===== src/sv/tid_pkg.sv =====
package tid_pkg;

    // Countdown periods in input cycles
    localparam int CD_W = 12;
    localparam logic [CD_W-1:0] DIV_PERIOD     = 12'd256;
    localparam logic [CD_W-1:0] TIMER_PERIOD_0 = 12'd1024;
    localparam logic [CD_W-1:0] TIMER_PERIOD_1 = 12'd16;
    localparam logic [CD_W-1:0] TIMER_PERIOD_2 = 12'd64;
    localparam logic [CD_W-1:0] TIMER_PERIOD_3 = 12'd256;

    localparam int NUM_SRC = 5;
    localparam int SRC_W   = 3;

    // Interrupt source of the timer overflow
    localparam logic [SRC_W-1:0] SRC_TIMER = 3'd2;

    localparam logic [7:0] CNT_MAX  = 8'hff;
    localparam logic [7:0] VEC_BASE = 8'h40;

    // Control register fields
    localparam int CTRL_EN_BIT = 2;

    // Register indexes on the configuration port
    localparam logic [1:0] REG_CONTROL = 2'd0;
    localparam logic [1:0] REG_MODULO  = 2'd1;
    localparam logic [1:0] REG_ENABLE  = 2'd2;

    // Timer unit results for one beat
    typedef struct packed {
        logic       irq;
        logic [7:0] div;
        logic [7:0] cnt;
    } t_tmr;

    // Dispatch results for one beat
    typedef struct packed {
        logic               take;
        logic [7:0]         vec;
        logic [15:0]        ret;
        logic [NUM_SRC-1:0] flags;
        logic               me;
    } t_disp;

    function automatic logic [CD_W-1:0] timer_period(input logic [1:0] sel);
        logic [CD_W-1:0] p;
        case (sel)
            2'd0:    p = TIMER_PERIOD_0;
            2'd1:    p = TIMER_PERIOD_1;
            2'd2:    p = TIMER_PERIOD_2;
            2'd3:    p = TIMER_PERIOD_3;
            default: p = TIMER_PERIOD_0;
        endcase
        return p;
    endfunction

endpackage


===== src/sv/tid_timer.sv =====
module tid_timer
    import tid_pkg::*;
(
    input  logic       i_clk,
    input  logic       i_rst_n,
    input  logic       i_accept,
    input  logic [5:0] i_cycles,
    input  logic [2:0] i_control,
    input  logic [7:0] i_modulo,
    output t_tmr       o_tmr
);

    logic [CD_W-1:0] r_div_cd, n_div_cd;
    logic [7:0]      r_div_cnt, n_div_cnt;
    logic [CD_W-1:0] r_tmr_cd, n_tmr_cd;
    logic [7:0]      r_tmr_cnt, n_tmr_cnt;
    logic [CD_W:0]   div_diff;
    logic [CD_W:0]   tmr_diff;
    logic            div_exp;
    logic            tmr_exp;
    logic            irq;

    // Subtract the beat's cycles; zero or below means expiry
    assign div_diff = {1'b0, r_div_cd} - {{(CD_W-5){1'b0}}, i_cycles};
    assign tmr_diff = {1'b0, r_tmr_cd} - {{(CD_W-5){1'b0}}, i_cycles};
    assign div_exp  = div_diff[CD_W] || (div_diff == '0);
    assign tmr_exp  = tmr_diff[CD_W] || (tmr_diff == '0);

    // Advance the divider
    always_comb begin
        if (div_exp) begin
            n_div_cd  = DIV_PERIOD;
            n_div_cnt = r_div_cnt + 8'd1;
        end else begin
            n_div_cd  = div_diff[CD_W-1:0];
            n_div_cnt = r_div_cnt;
        end
    end

    // When enabled, advance the timer counter, reload from modulo on overflow
    always_comb begin
        n_tmr_cd  = r_tmr_cd;
        n_tmr_cnt = r_tmr_cnt;
        irq       = 1'b0;
        if (i_control[CTRL_EN_BIT]) begin
            if (tmr_exp) begin
                n_tmr_cd = timer_period(i_control[1:0]);
                if (r_tmr_cnt == CNT_MAX) begin
                    n_tmr_cnt = i_modulo;
                    irq       = 1'b1;
                end else begin
                    n_tmr_cnt = r_tmr_cnt + 8'd1;
                end
            end else begin
                n_tmr_cd = tmr_diff[CD_W-1:0];
            end
        end
    end

    always_ff @(posedge i_clk) begin
        if (!i_rst_n) begin
            r_div_cd  <= DIV_PERIOD;
            r_div_cnt <= '0;
            r_tmr_cd  <= TIMER_PERIOD_0;
            r_tmr_cnt <= '0;
        end else if (i_accept) begin
            r_div_cd  <= n_div_cd;
            r_div_cnt <= n_div_cnt;
            r_tmr_cd  <= n_tmr_cd;
            r_tmr_cnt <= n_tmr_cnt;
        end
    end

    assign o_tmr.irq = irq;
    assign o_tmr.div = n_div_cnt;
    assign o_tmr.cnt = n_tmr_cnt;

endmodule


===== src/sv/tid_dispatch.sv =====
module tid_dispatch
    import tid_pkg::*;
(
    input  logic               i_clk,
    input  logic               i_rst_n,
    input  logic               i_accept,
    input  logic               i_disable,
    input  logic               i_enable,
    input  logic [NUM_SRC-1:0] i_ext,
    input  logic               i_halted,
    input  logic [15:0]        i_pc,
    input  logic               i_timer_irq,
    input  logic [NUM_SRC-1:0] i_mask,
    output t_disp              o_disp
);

    logic [NUM_SRC-1:0] r_pend, n_pend;
    logic               r_me, n_me;
    logic               me_pre;
    logic [NUM_SRC-1:0] pend_pre;
    logic [NUM_SRC-1:0] ready;
    logic [SRC_W-1:0]   src;
    logic               take;

    // Apply clear, then set, of the master enable
    always_comb begin
        if (i_enable) begin
            me_pre = 1'b1;
        end else if (i_disable) begin
            me_pre = 1'b0;
        end else begin
            me_pre = r_me;
        end
    end

    // Merge new requests
    always_comb begin
        pend_pre = r_pend | i_ext;
        if (i_timer_irq) begin
            pend_pre[SRC_TIMER] = 1'b1;
        end
    end

    assign ready = pend_pre & i_mask;
    assign take  = me_pre && (ready != '0);

    // Pick the lowest ready source
    always_comb begin
        src = '0;
        for (int k = NUM_SRC - 1; k >= 0; k--) begin
            if (ready[k]) begin
                src = SRC_W'(k);
            end
        end
    end

    // Clear the serviced request and the master enable
    always_comb begin
        n_pend = pend_pre;
        n_me   = me_pre;
        if (take) begin
            n_pend[src] = 1'b0;
            n_me        = 1'b0;
        end
    end

    always_ff @(posedge i_clk) begin
        if (!i_rst_n) begin
            r_pend <= '0;
            r_me   <= 1'b0;
        end else if (i_accept) begin
            r_pend <= n_pend;
            r_me   <= n_me;
        end
    end

    assign o_disp.take  = take;
    assign o_disp.vec   = take ? (VEC_BASE + {2'b00, src, 3'b000}) : 8'd0;
    assign o_disp.ret   = take ? (i_pc + {15'd0, i_halted}) : 16'd0;
    assign o_disp.flags = n_pend;
    assign o_disp.me    = n_me;

endmodule


===== src/sv/timer_and_interrupt_dispatch.sv =====
// Timer and interrupt dispatch, one input beat per executed instruction.
//
// Slave stream (s_axis_*): one beat per instruction with its cycle count,
// master enable clear/set, external request bits, halt flag and program
// counter. Master stream (m_axis_*): one result beat per input beat with
// the dispatch decision, vector, return address, divider and timer values,
// pending flags and master enable after the step.
// APB port: timer_control at 0x0, timer_modulo at 0x4, interrupt_enable
// at 0x8; writes elsewhere are dropped; pready is tied high.
//
// The result beat is valid in the cycle after the input beat is accepted.
// Throughput is one beat per cycle while results are taken; the single
// state update per beat (countdowns, counters, pending flags) sits between
// the input handshake and the result register.
// When the receiver stalls, the result register holds its beat and the
// input is refused until it is taken; a beat is accepted in the same cycle
// the held result leaves.
// Synchronous active-low reset restores the countdowns to their periods,
// clears counters, flags, master enable and registers, and empties the
// result register.
module timer_and_interrupt_dispatch
    import tid_pkg::*;
(
    input  logic        i_clk,
    input  logic        i_rst_n,
    // APB configuration
    input  logic        psel,
    input  logic        penable,
    input  logic        pwrite,
    input  logic [3:0]  paddr,
    input  logic [31:0] pwdata,
    output logic [31:0] prdata,
    output logic        pready,
    // Input stream
    input  logic        s_axis_tvalid,
    output logic        s_axis_tready,
    // [5:0] elapsed_cycles, [6] disable_master, [7] enable_master,
    // [12:8] external_requests, [13] cpu_halted, [29:14] program_counter
    input  logic [31:0] s_axis_tdata,
    // Result stream
    output logic        m_axis_tvalid,
    input  logic        m_axis_tready,
    // [0] take_interrupt, [8:1] vector_address, [24:9] return_address,
    // [32:25] divider_value, [40:33] counter_value, [45:41] request_flags,
    // [46] master_enable
    output logic [47:0] m_axis_tdata
);

    logic [2:0]         r_control;
    logic [7:0]         r_modulo;
    logic [NUM_SRC-1:0] r_mask;
    logic               r_out_valid;
    logic [46:0]        r_out_data;
    logic               cfg_wr;
    logic               accept;
    t_tmr               tmr;
    t_disp              disp;

    assign pready = 1'b1;
    assign cfg_wr = psel && penable && pwrite;

    // Register writes
    always_ff @(posedge i_clk) begin
        if (!i_rst_n) begin
            r_control <= '0;
            r_modulo  <= '0;
            r_mask    <= '0;
        end else if (cfg_wr) begin
            case (paddr[3:2])
                REG_CONTROL: r_control <= pwdata[2:0];
                REG_MODULO:  r_modulo  <= pwdata[7:0];
                REG_ENABLE:  r_mask    <= pwdata[NUM_SRC-1:0];
                default:     ;
            endcase
        end
    end

    // Register reads
    always_comb begin
        case (paddr[3:2])
            REG_CONTROL: prdata = {29'd0, r_control};
            REG_MODULO:  prdata = {24'd0, r_modulo};
            REG_ENABLE:  prdata = {{(32-NUM_SRC){1'b0}}, r_mask};
            default:     prdata = 32'd0;
        endcase
    end

    assign s_axis_tready = !r_out_valid || m_axis_tready;
    assign accept        = s_axis_tvalid && s_axis_tready;

    tid_timer u_timer (
        .i_clk     (i_clk),
        .i_rst_n   (i_rst_n),
        .i_accept  (accept),
        .i_cycles  (s_axis_tdata[5:0]),
        .i_control (r_control),
        .i_modulo  (r_modulo),
        .o_tmr     (tmr)
    );

    tid_dispatch u_dispatch (
        .i_clk       (i_clk),
        .i_rst_n     (i_rst_n),
        .i_accept    (accept),
        .i_disable   (s_axis_tdata[6]),
        .i_enable    (s_axis_tdata[7]),
        .i_ext       (s_axis_tdata[12:8]),
        .i_halted    (s_axis_tdata[13]),
        .i_pc        (s_axis_tdata[29:14]),
        .i_timer_irq (tmr.irq),
        .i_mask      (r_mask),
        .o_disp      (disp)
    );

    // Hold the result beat until taken
    always_ff @(posedge i_clk) begin
        if (!i_rst_n) begin
            r_out_valid <= 1'b0;
        end else if (accept) begin
            r_out_valid <= 1'b1;
        end else if (m_axis_tready) begin
            r_out_valid <= 1'b0;
        end
    end

    always_ff @(posedge i_clk) begin
        if (accept) begin
            r_out_data <= {disp.me, disp.flags, tmr.cnt, tmr.div,
                           disp.ret, disp.vec, disp.take};
        end
    end

    assign m_axis_tvalid = r_out_valid;
    assign m_axis_tdata  = {1'b0, r_out_data};

`ifndef ASSERT_OFF
    // A dispatch always leaves the master enable off
    a_take_clears_me: assert property (@(posedge i_clk) disable iff (!i_rst_n)
        (m_axis_tvalid && m_axis_tdata[0]) |-> !m_axis_tdata[46])
        else $error("master enable set after dispatch");

    // Vector is one of the five handlers on dispatch; vector and return address are zero otherwise
    a_vector_valid: assert property (@(posedge i_clk) disable iff (!i_rst_n)
        m_axis_tvalid |-> (m_axis_tdata[0] ?
            (m_axis_tdata[8:1] == 8'h40 || m_axis_tdata[8:1] == 8'h48 ||
             m_axis_tdata[8:1] == 8'h50 || m_axis_tdata[8:1] == 8'h58 ||
             m_axis_tdata[8:1] == 8'h60) : (m_axis_tdata[24:1] == 24'd0)))
        else $error("bad vector or address");

    // An accepted beat always produces a result in the next cycle
    a_accept_result: assert property (@(posedge i_clk) disable iff (!i_rst_n)
        accept |=> m_axis_tvalid)
        else $error("accepted beat lost");
`endif

endmodule

===== config.mk =====
export PLATFORM = sky130hd
export DESIGN_NAME = timer_and_interrupt_dispatch
export DESIGN_NICKNAME = d
export VERILOG_FILES = /design/src/sv/tid_pkg.sv /design/src/sv/tid_timer.sv /design/src/sv/tid_dispatch.sv /design/src/sv/timer_and_interrupt_dispatch.sv
export SDC_FILE = /design/constraint.sdc
export NUM_CORES = 1
export LEC_CHECK = 0
export BUFFER_PORTS_ARGS = -buffer_cell sky130_fd_sc_hd__buf_2
export CAP_MARGIN = 20
export CORE_MARGIN = 5
export CORE_UTILIZATION = 30
export DETAILED_ROUTE_END_ITERATION = 6
export GPL_TIMING_DRIVEN = 0
export PLACE_DENSITY = 0.48
export SLEW_MARGIN = 20
export SYNTH_ARGS = -nofsm -noshare
export SYNTH_HDL_FRONTEND = slang
export SYNTH_SLANG_ARGS = --single-unit

===== constraint.sdc =====
create_clock -name i_clk -period 4.8 [get_ports i_clk]
set_clock_uncertainty 0.2 [all_clocks]
set_input_delay 0 -clock i_clk [delete_from_list [all_inputs] [get_ports i_clk]]
set_output_delay 0 -clock i_clk [all_outputs]
set_load 0.01 [all_outputs]

Word-level counts from Yosys, hierarchy flattened
Cells that the tools add are included.
{"block": "word_totals", "register_bits": 110, "in_bits": 75, "out_inout_bits": 83, "elab_cells": 74}
{"block": "classes", "add_sub_neg": 6, "magnitude_cmp": 2, "n_eq_ne": 6, "muxes": 25, "n_bitwise": 4, "reduce_logical": 19}
{"operator": "$pmux W12 S4", "count": 1}
{"operator": "$mux W8", "count": 4}
{"operator": "$logic_not A13 Y1", "count": 2}
{"operator": "$sub A12 B6 Y13", "count": 2}
{"operator": "$mux W12", "count": 2}
{"operator": "$pmux W8 S3", "count": 1}
{"operator": "$add A16 B1 Y16", "count": 1}
{"operator": "$add A8 B1 Y8 const B", "count": 2}
{"operator": "$mux W3", "count": 5}
{"operator": "$and A5 B5 Y5", "count": 2}
{"operator": "$mux W1", "count": 10}
{"operator": "$add A7 B6 Y8 const A", "count": 1}
{"operator": "$eq A8 B8 Y1 const B", "count": 1}
{"operator": "$reduce_and A2 Y1", "count": 4}
{"operator": "$eq A2 B2 Y1 const B", "count": 3}
{"operator": "$logic_and A1 B1 Y1", "count": 5}
{"operator": "$mux W5", "count": 1}
{"operator": "$not A5 Y5", "count": 1}
{"operator": "$or A5 B5 Y5", "count": 1}
{"operator": "$reduce_bool A5 Y1", "count": 1}
{"operator": "$eq A2 B1 Y1 const B", "count": 2}
{"operator": "$logic_not A2 Y1", "count": 2}
{"operator": "$lt A3 B4 Y1 const B", "count": 1}
{"operator": "$demux W1 S3", "count": 1}
{"operator": "other kinds (4)", "count": 6}

Longest topological paths before layout
{"block": "depth", "word_depth": 19, "mapped_depth": 13, "mapped_depth_nobuf": 12}

Modules after synthesis
From an unflattened synthesis, not the netlist that was laid out.
{"block": "unflattened", "cells_unflattened": 671, "hier_area_um2": 6195.9}
{"module": "tid_timer", "n_inst": 1, "cells_each": 384, "area_per_inst_um2": 2947.8, "seq_area_each_um2": 800.8}
{"module": "timer_and_interrupt_dispatch", "n_inst": 1, "cells_each": 162, "area_per_inst_um2": 2401.1, "seq_area_each_um2": 1751.7}
{"module": "tid_dispatch", "n_inst": 1, "cells_each": 125, "area_per_inst_um2": 847.1, "seq_area_each_um2": 120.1}

Least setup slack after synthesis
OpenSTA, ideal clock, no wires.
{"block": "synth_path", "kind": "register to register", "start": "reg u_timer.r_tmr_cd[0]", "end": "reg r_out_data[34], data pin", "t_arrival_ps": 2649, "required_time_ps": 4340, "setup_slack_ps": 1691, "stages_incl_launch_ff": 12, "path_buffers": 1, "cell_sequence": "dfxtp_1 inv_1 ha_1 fa_1 nor2b_1 o2111ai_2 a311oi_1 nand4_1 o32ai_2 and2_1 buf_2 mux2_2"}
{"element": "from (decl)", "line": "tid_timer.sv:15", "text": "logic [CD_W-1:0] r_tmr_cd, n_tmr_cd;"}
{"element": "from (signal assigned)", "line": "tid_timer.sv:69", "text": "r_tmr_cd <= n_tmr_cd;"}
{"element": "to (signal assigned)", "line": "timer_and_interrupt_dispatch.sv:128", "text": "r_out_data <= {disp.me, disp.flags, tmr.cnt, tmr.div,"}
{"element": "to (decl)", "line": "timer_and_interrupt_dispatch.sv:53", "text": "logic [46:0] r_out_data;"}

==> impl_metrics.json <==
{
  "grt_start_max_net_pins": 48,
  "cts-root-buf": "clkbuf_16",
  "tightest_slew_ns": 0.9186,
  "start_util_pct": 30.36,
  "drt_iter0_drc": 355,
  "drcViolationCount": 0,
  "grt_pass1_wl_um": 25930,
  "track_usage_pct": 14.27,
  "status": "finished, final reports clean",
  "row_count": 51,
  "async_reset_ff_share_pct": 0,
  "power_switching_w": 0.0005359,
  "n_antenna_cell": 0,
  "synth_edf_count": 43,
  "ys.flop_type": "dfxtp_1",
  "vias": 5241,
  "synthCells": 641,
  "syn-cell-area_um2": 5889,
  "critical_path_class": "in -> reg",
  "place_ws_ns": 1.204,
  "post_cts_buffers": 0,
  "port_buffers": 98,
  "grt-ovfl-total": 0,
  "clock_latency_ns": 0.34,
  "worstPathRequired_ns": 4.70,
  "setup_slack_ns": 1.208,
  "firstDrtPassIters": 6,
  "core_area_um2": 19400,
  "ys_seq_elements": 106,
  "avgSynthCellArea_um2": 9.188,
  "numCtsBuffers": 9,
  "syn_to_final_growth_pct": 28.57,
  "final_area_um2": 7572,
  "layout.nets": 916,
  "drv_slew": 0,
  "hold_class": "in -> reg",
  "layout-drive-gt1-share_pct": 20.65,
  "p_int_w": 0.001538,
  "finalSetupViolCount": 0,
  "grt_pass1_vias": 5205,
  "clockBufferDepth": 2,
  "tns_ns": 0,
  "postRouteAntennaNets": 0,
  "post-route-period-util_pct": 74.83,
  "power_density_nw_per_um2": 273.9,
  "post_dp_cell_area_um2": 6848,
  "viasPerCell": 4.795,
  "synth_top_area_cell": "edfxtp_1",
  "max_cap_violations": 0,
  "p_total_w": 0.002074,
  "ir_worst_vdd_mv": 0.1338,
  "synth_cell_type_count": 69,
  "mostFrequentLayoutCells": "buf_2 (103), nor2_1 (72), dfxtp_1 (63)",
  "die_h_um": 150.1,
  "finalHoldViolCount": 0,
  "synth_top_area_share_pct": 21.92,
  "fillers": 1956,
  "grt_antenna_before_repair": 0,
  "pwr-share-seq_pct": 48.0,
  "ys_top_cells_by_area": "edfxtp_1 (22%), dfxtp_1 (21%), nor2_1 (4.6%)",
  "post-route-min-period_ns": 3.592,
  "cts_tree": "built",
  "layout_commonest_cell": "buf_2",
  "path_max_fanout": 8,
  "dp.final_hpwl_um": 12030,
  "wl_per_cell_um": 14.89,
  "timing.fmax_ghz": 0.2784,
  "place_congestion": 0.8161,
  "critPathLaunchType": "input port",
  "htreeDepth": 3,
  "path_clk_slew_ns": 0.07,
  "die_w_um": 150.1,
  "power.leakage_nw": 3.074,
  "synth_seq_area_share_pct": 43.34,
  "ys_warn_count": 0,
  "p_sw_share_pct": 25.84,
  "comb_power_share_pct": 16.8,
  "routed_wirelength_um": 16280,
  "io_pins": 158,
  "die-area_um2": 22530,
  "p_clk_share_pct": 35.2,
  "arrival_ns": 3.49,
  "end_kind": "register",
  "rsz0062_at_grt": "no",
  "max_slew_margin_pct": 38.62,
  "cts_sinks": 106
}
## repair_timing
action                                 in CTS  in global routing
gates resized for setup                     0                  0
hold buffers                               44                  0
endpoints found under the hold margin      52                  0
## critical path, stage by stage
cell	delay, ns
dlygate4sd3_1	0.53
buf_2	0.15
ha_1	0.22
fa_1	0.41
nor2b_1	0.19
o22ai_1	0.12
xor2_1	0.24
o2111a_1	0.25
nand4_1	0.22
o32ai_2	0.40
and2_1	0.17
buf_2	0.21
mux2_2	0.36
## area by class of cell
type / count / area (um^2) / share of cell area (%)
multi-input combinational: 479 / 2989 / 39.47
sequential: 106 / 2552 / 33.71
clock buffer: 13 / 240.2 / 3.173
clock inverter: 3 / 43.79 / 0.5783
buffer: 56 / 351.6 / 4.643
inverter: 28 / 105.1 / 1.388
timing repair buffer: 143 / 958.4 / 12.66
tap: 265 / 331.6 / 4.379
## registers in the layout, indices dropped and copies added (netlist names), 5 cells and up
signal and cells:
u_dispatch.r_pend 5, r_out_data 43, u_timer.r_tmr_cnt 8, u_timer.r_div_cnt 8, u_timer.r_div_cd 12, u_timer.r_tmr_cd 12, r_modulo 8, r_mask 5
## layer usage
metal | up-vias | part of all wire [%] | global-route usage (%)
li1 | 2628 | - | -
met1 | 2435 | 45 | 18.55
met3 | 18 | 5.6 | 2.047
met2 | 160 | 48 | 24.58
met4 | 0 | 1.3 | 4.392
met5 | - | 0 | 0
## power by group through the flow
| stage | logic, W | clock network (W) | registers, W |
|---|---|---|---|
| CTS | 0.000351 | 0.000759 | 0.000996 |
| global route | 0.000388 | 0.000786 | 0.00100 |
| floorplan | 0.000205 | 0 | 0.00102 |
| detailed placement | 0.000320 | 0 | 0.00102 |
| global placement | 0.000312 | 0 | 0.00102 |
| finish | 0.000349 | 0.000729 | 0.000996 |
## cells in the mapped netlist, types with 6 or more instances
cell and count:
and2_1 11, xor2_1 14, mux2i_1 20, or4_1 8, nor3_1 7, edfxtp_1 43
a31oi_1 14, nand3_1 27, nand4_1 8, inv_1 27, dfxtp_1 63, ha_1 16
a21oi_1 42, buf_4 31, nand2_1 45, a211oi_1 6, xnor2_1 14, and3_1 11
o31ai_1 8, nor2_1 72, o21ai_0 29, clkbuf_1 17, or3_1 10
## kinds of logic (layout without fill, tap and decap cells)
logic type | after synthesis | in the layout | synth area share, %
multiplexers | 24 | 24 | 4.164
AND/OR/NAND/NOR | 228 | 228 | 19.23
AO/OA/AOI/OAI | 150 | 150 | 16.74
flip-flops | 106 | 106 | 43.34
XOR/XNOR | 29 | 29 | 4.632
other | 2 | 30 | 0.1275
buffers and inverters | 84 | 243 | 7.690
adder cells (fa/ha/maj) | 18 | 18 | 4.079
## path summary, 6_finish.rpt
kind | start | endpoint | slack, ns | depth (start not counted)
setup / recovery | s_axis_tdata[0] | r_out_data[34]$_DFFE_PP_ | 1.21 | 13
hold reg to reg | u_timer.r_tmr_cd[0]$_SDFFE_PN0P_ | u_timer.r_tmr_cd[0]$_SDFFE_PN0P_ | 0.26 | 2
setup reg to reg | u_timer.r_tmr_cd[0]$_SDFFE_PN0P_ | r_out_data[34]$_DFFE_PP_ | 1.21 | 12
hold / removal | s_axis_tdata[6] | r_out_data[41]$_DFFE_PP_ | 0.06 | 4
## metrics by stage
stage	utilization [%]	std cells	hold WS (ns)
final	39.04	1093	0.05853
after global routing	39.04	1093	0.08139
after CTS	39.04	1093	0.04682
after detailed placement	35.30	1033	0.05366
after global placement	35.14	1032	0.04880
after floorplan	-	669	-0.07053
No activity file was read; power rests on OpenSTA's default activity.
